==> config.mk <==
export PLATFORM = sky130hd
export DESIGN_NAME = dirty_rect_coalescer
export DESIGN_NICKNAME = d
export VERILOG_FILES = /design/src/rtl/drc_pkg.sv /design/src/rtl/dirty_rect_coalescer.sv
export SDC_FILE = /design/constraint.sdc
export NUM_CORES = 2
export LEC_CHECK = 0
export ABC_AREA = 1
export ABC_CLOCK_PERIOD_IN_PS = 10790
export BUFFER_PORTS_ARGS = -buffer_cell sky130_fd_sc_hd__buf_2
export CORE_MARGIN = 5
export CORE_UTILIZATION = 63
export CTS_CLUSTER_DIAMETER = 100
export CTS_CLUSTER_SIZE = 12
export DETAILED_ROUTE_END_ITERATION = 16
export PLACE_DENSITY = 0.8
export SLEW_MARGIN = 20
export SYNTH_ARGS = -nofsm -noshare
export SYNTH_HDL_FRONTEND = slang
export SYNTH_SLANG_ARGS = --single-unit
==> constraint.sdc <==
create_clock -name clk_i -period 10.79 [get_ports clk_i]
set_clock_uncertainty 0.05 [all_clocks]
set_input_delay 1.6185 -clock clk_i [delete_from_list [all_inputs] [get_ports clk_i]]
set_output_delay 1.6185 -clock clk_i [all_outputs]
set_load 0.01 [all_outputs]
==> src/rtl/drc_pkg.sv <==
package drc_pkg;

  localparam int MaxRegions = 32;
  localparam int TableDepth = MaxRegions + 1;
  localparam int CoordBits  = 12;
  localparam int IdxBits    = $clog2(TableDepth);
  localparam int CntBits    = $clog2(TableDepth + 1);
  localparam int AreaBits   = 2 * CoordBits;
  localparam int AccBits    = AreaBits + $clog2(TableDepth);

  typedef logic [CoordBits-1:0] coord_t;

  typedef enum logic [2:0] {
    REQ_REGION  = 3'd0,
    REQ_FULL    = 3'd1,
    REQ_OVERLAY = 3'd2,
    REQ_CANCEL  = 3'd3,
    REQ_SUBMIT  = 3'd4
  } req_type_e;

  localparam logic [1:0] CFG_COLUMNS = 2'd0;
  localparam logic [1:0] CFG_ROWS    = 2'd1;

  typedef struct packed {
    logic [2:0]  req_type;
    coord_t      start_row;
    coord_t      end_row;
    coord_t      start_col;
    coord_t      end_col;
    logic [31:0] revision;
  } req_t;

  typedef struct packed {
    logic        region_valid;
    coord_t      out_start_row;
    coord_t      out_end_row;
    coord_t      out_start_col;
    coord_t      out_end_col;
    logic        full_frame;
    logic        overlay_dirty;
    logic [31:0] content_revision;
    logic        last;
  } rsp_t;

  typedef struct packed {
    coord_t r0;
    coord_t r1;
    coord_t c0;
    coord_t c1;
  } rect_t;

  typedef enum logic [4:0] {
    ST_IDLE,
    ST_APPEND,
    ST_M_RDA,
    ST_M_LDA,
    ST_M_RDB,
    ST_M_CMP,
    ST_M_WB,
    ST_SH_RD,
    ST_SH_WR,
    ST_AR_SCR,
    ST_AR_SCR2,
    ST_AR_RD,
    ST_AR_MUL,
    ST_AR_ACC,
    ST_AR_CHK,
    ST_S_RD,
    ST_S_LD,
    ST_S_WAIT
  } state_e;

endpackage

==> src/rtl/dirty_rect_coalescer.sv <==
// Dirty-rectangle coalescer. A region transaction is clamped to the viewport,
// appended to a 33-entry table and merged pairwise in table order until no
// two rectangles touch; afterwards the covered area is summed and the table
// collapses into a full-frame redraw above 32 entries or at 60 % coverage.
// All work runs through one table RAM, with one read and one write port, and one
// 12x12 multiplier, so a region transaction that is recorded holds in_ready_o
// low while it is appended, while rows are scanned and pairs compared, while
// entries are shifted down after merges and while the final table's area is
// summed. Other requests, and regions that are dropped or only raise the
// revision, are taken back to back. A submit with work pending holds
// in_ready_o low while each region result is read from the table and loaded,
// and while every emitted result is held until the output accepts it.
// Configuration writes are taken only while the block is idle.
module dirty_rect_coalescer (
  input  logic          clk_i,
  input  logic          rst_ni,
  input  logic          in_valid_i,
  output logic          in_ready_o,
  input  drc_pkg::req_t in_data_i,
  output logic          out_valid_o,
  input  logic          out_ready_i,
  output drc_pkg::rsp_t out_data_o,
  input  logic          cfg_valid_i,
  output logic          cfg_ready_o,
  input  logic [1:0]    cfg_index_i,
  input  drc_pkg::coord_t cfg_data_i
);
  import drc_pkg::*;

  state_e state_q, state_d;
  logic [CntBits-1:0] count_q, count_d;
  logic full_q, full_d, ovl_q, ovl_d;
  logic [31:0] rev_q, rev_d;
  coord_t cols_q, cols_d, rows_q, rows_d;
  logic [IdxBits-1:0] i_q, i_d, j_q, j_d, k_q, k_d;
  rect_t a_q, a_d, new_q, new_d;
  logic [AreaBits-1:0] prod_q, prod_d, scr_q, scr_d;
  logic [AccBits-1:0] acc_q, acc_d;
  rsp_t out_q, out_d;

  rect_t mem [TableDepth];
  rect_t rdata_q;
  logic mem_we;
  logic [IdxBits-1:0] mem_waddr, mem_raddr;
  rect_t mem_wdata;

  coord_t mul_a, mul_b;
  rect_t clamped, merged;
  logic touch, ok_region;
  logic [IdxBits-1:0] cnt_idx;
  logic [AccBits+2:0] dirty5, screen3;

  function automatic coord_t clamp_to(coord_t v, coord_t hi);
    return (v > hi) ? hi : v;
  endfunction

  function automatic logic rects_touch(rect_t a, rect_t b);
    logic row_ov, col_ov, row_adj, col_adj;
    row_ov  = (a.r0 < b.r1) && (b.r0 < a.r1);
    col_ov  = (a.c0 < b.c1) && (b.c0 < a.c1);
    row_adj = (a.r1 == b.r0) || (b.r1 == a.r0);
    col_adj = (a.c1 == b.c0) || (b.c1 == a.c0);
    return (row_ov && col_ov) || (row_adj && col_ov) || (col_adj && row_ov);
  endfunction

  assign cnt_idx = count_q[IdxBits-1:0];

  always_comb begin
    clamped.r0 = clamp_to(in_data_i.start_row, rows_q);
    clamped.r1 = clamp_to(in_data_i.end_row, rows_q);
    clamped.c0 = clamp_to(in_data_i.start_col, cols_q);
    clamped.c1 = clamp_to(in_data_i.end_col, cols_q);
    ok_region  = (cols_q != '0) && (rows_q != '0) &&
                 (clamped.r0 < clamped.r1) && (clamped.c0 < clamped.c1);
  end

  always_comb begin
    touch     = rects_touch(a_q, rdata_q);
    merged.r0 = (rdata_q.r0 < a_q.r0) ? rdata_q.r0 : a_q.r0;
    merged.r1 = (rdata_q.r1 > a_q.r1) ? rdata_q.r1 : a_q.r1;
    merged.c0 = (rdata_q.c0 < a_q.c0) ? rdata_q.c0 : a_q.c0;
    merged.c1 = (rdata_q.c1 > a_q.c1) ? rdata_q.c1 : a_q.c1;
  end

  always_comb begin
    if (state_q == ST_AR_SCR) begin
      mul_a = cols_q;
      mul_b = rows_q;
    end else begin
      mul_a = rdata_q.r1 - rdata_q.r0;
      mul_b = rdata_q.c1 - rdata_q.c0;
    end
  end

  assign dirty5  = (AccBits+3)'({acc_q, 2'b00}) + (AccBits+3)'(acc_q);
  assign screen3 = (AccBits+3)'({scr_q, 1'b0}) + (AccBits+3)'(scr_q);

  // next state
  always_comb begin
    state_d = state_q;
    unique case (state_q)
      ST_IDLE: begin
        if (in_valid_i) begin
          if (in_data_i.req_type == REQ_REGION && ok_region && !full_q) begin
            state_d = ST_APPEND;
          end else if (in_data_i.req_type == REQ_SUBMIT &&
                       (full_q || ovl_q || count_q != '0)) begin
            state_d = (count_q == '0) ? ST_S_WAIT : ST_S_RD;
          end
        end
      end
      ST_APPEND: state_d = ST_M_RDA;
      ST_M_RDA: begin
        if (CntBits'(i_q) + 1'b1 >= count_q) state_d = ST_AR_SCR;
        else state_d = ST_M_LDA;
      end
      ST_M_LDA: state_d = ST_M_RDB;
      ST_M_RDB: state_d = ST_M_CMP;
      ST_M_CMP: begin
        if (touch) state_d = ST_M_WB;
        else if (CntBits'(j_q) + 1'b1 < count_q) state_d = ST_M_RDB;
        else state_d = ST_M_RDA;
      end
      ST_M_WB: begin
        if (CntBits'(j_q) + 1'b1 < count_q) state_d = ST_SH_RD;
        else state_d = ST_M_RDA;
      end
      ST_SH_RD: state_d = ST_SH_WR;
      ST_SH_WR: begin
        if (CntBits'(k_q) + 2'd2 < count_q) state_d = ST_SH_RD;
        else state_d = ST_M_RDA;
      end
      ST_AR_SCR:  state_d = ST_AR_SCR2;
      ST_AR_SCR2: state_d = (count_q == '0) ? ST_AR_CHK : ST_AR_RD;
      ST_AR_RD:   state_d = ST_AR_MUL;
      ST_AR_MUL:  state_d = ST_AR_ACC;
      ST_AR_ACC: begin
        if (CntBits'(k_q) + 1'b1 < count_q) state_d = ST_AR_RD;
        else state_d = ST_AR_CHK;
      end
      ST_AR_CHK: state_d = ST_IDLE;
      ST_S_RD:   state_d = ST_S_LD;
      ST_S_LD:   state_d = ST_S_WAIT;
      ST_S_WAIT: begin
        if (out_ready_i) state_d = out_q.last ? ST_IDLE : ST_S_RD;
      end
      default: state_d = ST_IDLE;
    endcase
  end

  // datapath
  always_comb begin
    count_d = count_q; full_d = full_q; ovl_d = ovl_q; rev_d = rev_q;
    cols_d = cols_q; rows_d = rows_q;
    i_d = i_q; j_d = j_q; k_d = k_q;
    a_d = a_q; new_d = new_q;
    prod_d = prod_q; scr_d = scr_q; acc_d = acc_q;
    out_d = out_q;
    mem_we = 1'b0; mem_waddr = cnt_idx; mem_wdata = new_q; mem_raddr = i_q;

    unique case (state_q)
      ST_IDLE: begin
        if (in_valid_i) begin
          case (in_data_i.req_type)
            REQ_REGION: begin
              if (ok_region) begin
                if (in_data_i.revision > rev_q) rev_d = in_data_i.revision;
                new_d = clamped;
              end
            end
            REQ_FULL: begin
              count_d = '0; full_d = 1'b1; ovl_d = 1'b1;
              if (in_data_i.revision > rev_q) rev_d = in_data_i.revision;
            end
            REQ_OVERLAY: ovl_d = 1'b1;
            REQ_CANCEL: begin
              count_d = '0; full_d = 1'b0; ovl_d = 1'b0; rev_d = '0;
            end
            REQ_SUBMIT: begin
              k_d = '0;
              out_d = '0;
              out_d.full_frame       = full_q;
              out_d.overlay_dirty    = ovl_q;
              out_d.content_revision = rev_q;
              out_d.last             = 1'b1;
            end
            default: ;
          endcase
        end
      end
      ST_APPEND: begin
        mem_we = 1'b1;
        count_d = count_q + 1'b1;
        i_d = '0;
      end
      ST_M_RDA: mem_raddr = i_q;
      ST_M_LDA: begin
        a_d = rdata_q;
        j_d = i_q + 1'b1;
      end
      ST_M_RDB: mem_raddr = j_q;
      ST_M_CMP: begin
        if (touch) begin
          a_d = merged;
        end else if (CntBits'(j_q) + 1'b1 < count_q) begin
          j_d = j_q + 1'b1;
        end else begin
          i_d = i_q + 1'b1;
        end
      end
      ST_M_WB: begin
        mem_we = 1'b1; mem_waddr = i_q; mem_wdata = a_q;
        k_d = j_q;
        if (!(CntBits'(j_q) + 1'b1 < count_q)) begin
          count_d = count_q - 1'b1;
          i_d = '0;
        end
      end
      ST_SH_RD: mem_raddr = k_q + 1'b1;
      ST_SH_WR: begin
        mem_we = 1'b1; mem_waddr = k_q; mem_wdata = rdata_q;
        k_d = k_q + 1'b1;
        if (!(CntBits'(k_q) + 2'd2 < count_q)) begin
          count_d = count_q - 1'b1;
          i_d = '0;
        end
      end
      ST_AR_SCR: prod_d = mul_a * mul_b;
      ST_AR_SCR2: begin
        scr_d = prod_q;
        acc_d = '0;
        k_d = '0;
      end
      ST_AR_RD:  mem_raddr = k_q;
      ST_AR_MUL: prod_d = mul_a * mul_b;
      ST_AR_ACC: begin
        acc_d = acc_q + AccBits'(prod_q);
        k_d = k_q + 1'b1;
      end
      ST_AR_CHK: begin
        if (count_q > CntBits'(MaxRegions) || dirty5 >= screen3) begin
          count_d = '0;
          full_d = 1'b1;
        end
      end
      ST_S_RD: mem_raddr = k_q;
      ST_S_LD: begin
        out_d.region_valid  = 1'b1;
        out_d.out_start_row = rdata_q.r0;
        out_d.out_end_row   = rdata_q.r1;
        out_d.out_start_col = rdata_q.c0;
        out_d.out_end_col   = rdata_q.c1;
        out_d.last          = (CntBits'(k_q) + 1'b1 == count_q);
      end
      ST_S_WAIT: begin
        if (out_ready_i) begin
          k_d = k_q + 1'b1;
          if (out_q.last) begin
            count_d = '0; full_d = 1'b0; ovl_d = 1'b0; rev_d = '0;
          end
        end
      end
      default: ;
    endcase

    // a changed viewport forces a full redraw
    if (cfg_valid_i && cfg_ready_o) begin
      if (cfg_index_i == CFG_COLUMNS && cfg_data_i != cols_q) begin
        cols_d = cfg_data_i;
        count_d = '0; full_d = 1'b1; ovl_d = 1'b1;
      end else if (cfg_index_i == CFG_ROWS && cfg_data_i != rows_q) begin
        rows_d = cfg_data_i;
        count_d = '0; full_d = 1'b1; ovl_d = 1'b1;
      end
    end
  end

  assign in_ready_o  = (state_q == ST_IDLE);
  assign out_valid_o = (state_q == ST_S_WAIT);
  assign out_data_o  = out_q;
  assign cfg_ready_o = (state_q == ST_IDLE);

  always_ff @(posedge clk_i) begin
    if (mem_we) mem[mem_waddr] <= mem_wdata;
    rdata_q <= mem[mem_raddr];
  end

  always_ff @(posedge clk_i or negedge rst_ni) begin
    if (!rst_ni) begin
      state_q <= ST_IDLE;
      count_q <= '0;
      full_q  <= 1'b0;
      ovl_q   <= 1'b0;
      rev_q   <= '0;
      cols_q  <= '0;
      rows_q  <= '0;
    end else begin
      state_q <= state_d;
      count_q <= count_d;
      full_q  <= full_d;
      ovl_q   <= ovl_d;
      rev_q   <= rev_d;
      cols_q  <= cols_d;
      rows_q  <= rows_d;
    end
  end

  always_ff @(posedge clk_i) begin
    i_q    <= i_d;
    j_q    <= j_d;
    k_q    <= k_d;
    a_q    <= a_d;
    new_q  <= new_d;
    prod_q <= prod_d;
    scr_q  <= scr_d;
    acc_q  <= acc_d;
    out_q  <= out_d;
  end

endmodule

======== After elaboration in Yosys (flattened, before gate mapping) ========
Memories as Yosys holds them, arrays and structs flattened. A register that Yosys moved wholly into a read port is not among the register bits.
Cells that the tools add are included.
storage, ports and cells
  flip-flop bits (word level) ............. 345
  RAM bits ................................ 1584
  output and inout port bits .............. 87
  memories ................................ 1
operators by class
  add/subtract/negate cells ............... 11
  multiply operators ...................... 1
  order comparisons ....................... 21
  equal/unequal tests ..................... 46
  muxes and demuxes ....................... 84
  bitwise logic cells ..................... 1
  reductions and logical operators ........ 55
memories
  name  depth  width  rd ports  clocked after memory_dff  wr ports  line                        text
  mem   33     48     1         1                         1         dirty_rect_coalescer.sv:41  rect_t mem [TableDepth];
operator list
  kind                count
  $pmux 48 s2         2
  $mux 84             2
  $mux 32             5
  $mux 12             10
  $mux 6              19
  $pmux 49 s2         1
  $lt 12x12->1        8
  $pmux 32 s3         1
  $pmux 5 s17         1
  $gt 12x12->1        6
  $pmux 32 s2         1
  $pmux 30 s2         1
  $eq 12x12->1        4
  $mux 48             1
  $eq 5x4->1 const B  8
  $pmux 6 s6          1
  $add 32x30->33      1
  $ge 33x26->1        1
  $gt 32x32->1        1
  $add 30x24->30      1
  $pmux 6 s5          1
  $reduce_and 3->1    9
  $add 25x24->26      1
  $mux 5              5
  50 further kinds    128

======== Longest topological paths before layout ========
  word-level depth ........................ 10
  gate-level depth with buffers ........... 38
  mapped depth without buffers ............ 38

======== Least setup slack after synthesis ========
No wires, ideal clock.
  kind .................................... in2reg
  from .................................... input port in_data_i[75] in the netlist's numbering
  to ...................................... register new_q[0] in the netlist's numbering (enable)
  data arrival time ....................... 8.424 ns
  required time ........................... 10.167 ns
  path slack .............................. 1.743 ns
  stages .................................. 17
  path buffers ............................ 1
  cell sequence ........................... ha_1 nand2_1 nor2_1 and2_1 nand2_1 nand3_1 nand2_1 clkbuf_1 nand2_1 o21ai_0 ha_1 a21oi_1 nand3b_1 a21oi_1 nor4_1 nand3_1 nor4_1
RTL lines
  item                  line                         text
  start, declared       dirty_rect_coalescer.sv:19   input drc_pkg::req_t in_data_i,
  end signal, assigned  dirty_rect_coalescer.sv:313  new_q <= new_d;
  end, declared         dirty_rect_coalescer.sv:36   rect_t a_q, a_d, new_q, new_d;

======== Final worst setup path ========
  from .................................... register state_q[4]
  to ...................................... register prod_q[21] (data pin)
between the ends
  cells in the longest elaborated chain, start to end .. 3
ends and longest elaborated chain
  item                    line                                                      text
  start, declared         dirty_rect_coalescer.sv:30                                state_e state_q, state_d;
  start signal, assigned  dirty_rect_coalescer.sv:298                               state_q <= state_d;
  $eq 5x4->1 *            dirty_rect_coalescer.sv:86, dirty_rect_coalescer.sv:161
  $mux 12                 dirty_rect_coalescer.sv:86                                if (state_q == ST_AR_SCR) begin
  $mul 12x12->24 *        dirty_rect_coalescer.sv:228, dirty_rect_coalescer.sv:235
  end signal, assigned    dirty_rect_coalescer.sv:314                               prod_q <= prod_d;
  end, declared           dirty_rect_coalescer.sv:37                                logic [AreaBits-1:0] prod_q, prod_d, scr_q, scr_d;
Every way passes the cells marked *; elsewhere a longest branch is shown, timed or not.
A chain may end at the register's enable or synchronous reset.

==> run_results.csv <==
group,metric,value,unit
synthesis,yosysTopAreaCellShare,0.596,
sta,fmax,128,MHz
clock_network,cts_buffers,183,
setup_path,required,11.28,ns
floorplanning,ios,189,
sta,drv_slew,0,
clock_network,clockRootBuffer,"clkbuf_16",
job,cap_violations,0,
clock_network,postCtsHoldBufs,0,
floorplanning,coreArea,148000,um2
synthesis,synth_edf_count,1860,
setup_path,worst-setup-path-type,"flop to flop",
grt,antenna_found_initial,24,
sta,finalHoldViolCount,0,
synthesis,synth_area,93700,um2
placement,dp_slack,3.12,ns
grt,grt_pass1_vias,64600,
clock_network,cts_max_level,4,
finish,sequential_cell_area,58500,um2
finish,drive_gt1_frac,0.119,
synthesis,synthCells,7977,
setup_path,crit_fanout,32,
min_path,holdCritPathClass,"flop to flop",
placement,dp_hpwl,165,mm
finish,area_growth,9.42,%
synthesis,synth_cell_types,57,
route,postRouteAntennaNets,0,
placement,place_congestion,0.979,
setup_path,critPathCaptureType,"flop",
synthesis,synthArstFlopShare,0.0349,
grt,gr-total-overflow,0,
synthesis,synth.most_common_cell,"edfxtp_1",
sta,worst_pin_slew,1.24,ns
clock_network,clkLatencyLatePin,0.84,ns
finish,final.fill_count,10000,
grt,grt_pass1_wl,409,mm
route,via_per_inst,6.59,
placement,port_buffers,188,
floorplanning,die_w,396,um
synthesis,synthFlopType,"edfxtp_1",
clock_network,post_cts_buffers,0,
route,drt_iter0_markers,9908,
setup_path,critical-path-max-stage-delay,0.54,ns
synthesis,synth_top_cell_by_area,"edfxtp_1",
clock_network,clock_tree.buffer_depth,3,
finish,multi_input_area,31700,um2
setup_path,crit_slowest_cell,"fa_1",
setup_path,crit_path_start_kind,"flop",
clock_network,clk_pin_slew_worst_paths,0.07,ns
floorplanning,start_util,0.633,
clock_network,cts_tree,"yes",
route,wl_per_cell,27.3,um
sta,setup_slack,3.00,ns
clock_network,clock-sinks,1977,
sta,fin_crit_sh,0.722,
sta,slew_headroom,0.163,
synthesis,synthTopCellsByArea,"edfxtp_1, o211ai_1, ha_1, o21ai_0, nand2_1",
setup_path,cp.arrival,8.28,ns
setup_path,cpMostUsedCell,"inv_1",
synthesis,ys_ff_latch,1977,
floorplanning,die_h,396,um
sta,rsz0062_at_grt,"false",
setup_path,reg2reg_slack,3.00,ns
synthesis,synth_common_cells,"edfxtp_1, nand2_1, nor2_1, o211ai_1, o21ai_0",
sta,finalSetupTns,0,ns
floorplanning,dieArea,156000,um2
route,num_vias,66800,
grt,grt_max_degree,225,
synthesis,syn-num-nets,8597,
route,postRouteWirelength,277,mm
finish,fin_nets,8712,
route,drc,0,
floorplanning,rows,141,
sta,layout_min_cycle_time,7.79,ns
route,dr.pass1.iters,6,
synthesis,syn_avg_cell_area,11.7,um2
synthesis,yosysSeqAreaShare,0.625,
grt,grt_use_total,0.349,
sta,final-setup-viol-count,0,
synthesis,yosys_warnings,0,
clock_network,cts_resized,0,
run_status,status,"finished, final reports clean",
==> worst paths after layout <==
check | from | end | cells past startpoint
worst max-delay path | state_q[4]$_DFFE_PN0P_ | prod_q[21]$_DFFE_PP_ | 31
worst min-delay path | mem[32][45]$_DFFE_PP_ | rdata_q[45]$_DFF_P_ | 2
worst max register to register | state_q[4]$_DFFE_PN0P_ | prod_q[21]$_DFFE_PP_ | 31
worst min register to register | mem[32][45]$_DFFE_PP_ | rdata_q[45]$_DFF_P_ | 2
max in group asynchronous | rst_ni | state_q[0]$_DFFE_PN0P_ | 2
min in group asynchronous | rst_ni | state_q[4]$_DFFE_PN0P_ | 2
==> cells in the final DEF, fill, tap and decap left out, types with 8 or more instances in the layout <==
master and instances:
a31oi_1 12, dfxtp_1 48, xor2_1 87, o221ai_2 40, o22ai_1 57, ha_1 413, nor2_1 726, diode_2 8
or2_2 336, xnor2_1 34, a21o_1 17, nand3_1 252, buf_4 126, o221ai_1 9, o21a_1 16, buf_12 8
nand3b_1 37, a211oi_1 10, fa_1 105, clkbuf_16 185, nand2_1 815, o21ai_1 153, buf_2 188, dfrtp_1 69
o21ai_0 641, nor4_1 21, nor2_4 34, nor3_1 19, inv_2 12, inv_1 625, clkbuf_1 95, o211ai_1 718
edfxtp_1 1860, nand4_1 47, a21boi_0 11, o21bai_1 15, a21oi_1 274
==> stage by stage <==
stage	area (um2)	instances	hold slack, ns	utilization
floorplan	93700	7977	0.369	-
global placement	97100	9831	0.377	0.656
detailed placement	97100	9837	0.381	0.657
CTS	102000	10100	0.381	0.693
global route	102000	10100	0.416	0.693
finish	102000	10100	0.394	0.693
==> critical path, delay by kind of cell (launching register included) <==
family | cells | cell delay, ns
AO/OA/AOI/OAI | 7 | 1.56
XOR/XNOR | 1 | 0.12
adder cells (fa/ha/maj) | 6 | 2.84
buffers and inverters | 10 | 1.35
flip-flops | 1 | 0.41
AND/OR/NAND/NOR | 7 | 1.15
==> layer usage <==
metal	global-route usage	part of all wire	vias up
met1	0.489	0.37	32300
met4	0.140	0.043	4
li1	-	-	29100
met5	0	0.000090	-
met2	0.540	0.46	4580
met3	0.0734	0.13	757
==> sequential cells by signal, summed over array words and instances (netlist names) <==
name and flops:
state_q 5, i_q 6, ovl_q 1, scr_q 24, rev_q 32, out_data_o 84, cols_q 12, j_q 6
a_q 48, rdata_q 48, prod_q 24, new_q 48, acc_q 30, full_q 1, cnt_idx 6, mem 1584
rows_q 12, k_q 6
==> layout make-up <==
cell class                 instances  area share
multi-input combinational       4961       0.309
timing repair buffer             327      0.0205
inverter                         642      0.0237
tap                             1930      0.0236
antenna                            8    0.000195
sequential                      1977       0.571
clock buffer                     280      0.0487
clock inverter                    15     0.00277
==> cell families after synthesis <==
logic type,after synthesis,synth area share
and+or+nand+nor,2311,0.109
AOI/OAI and AO/OA,2011,0.133
DFF,1977,0.625
buffers and inverters,1039,0.0439
adders and majority gates,518,0.0776
xor gates and xnor gates,121,0.0113
Power is left out: the tool's default activity adds up to more than one toggle a clock period on the data nets, which glitch-free logic cannot reach.
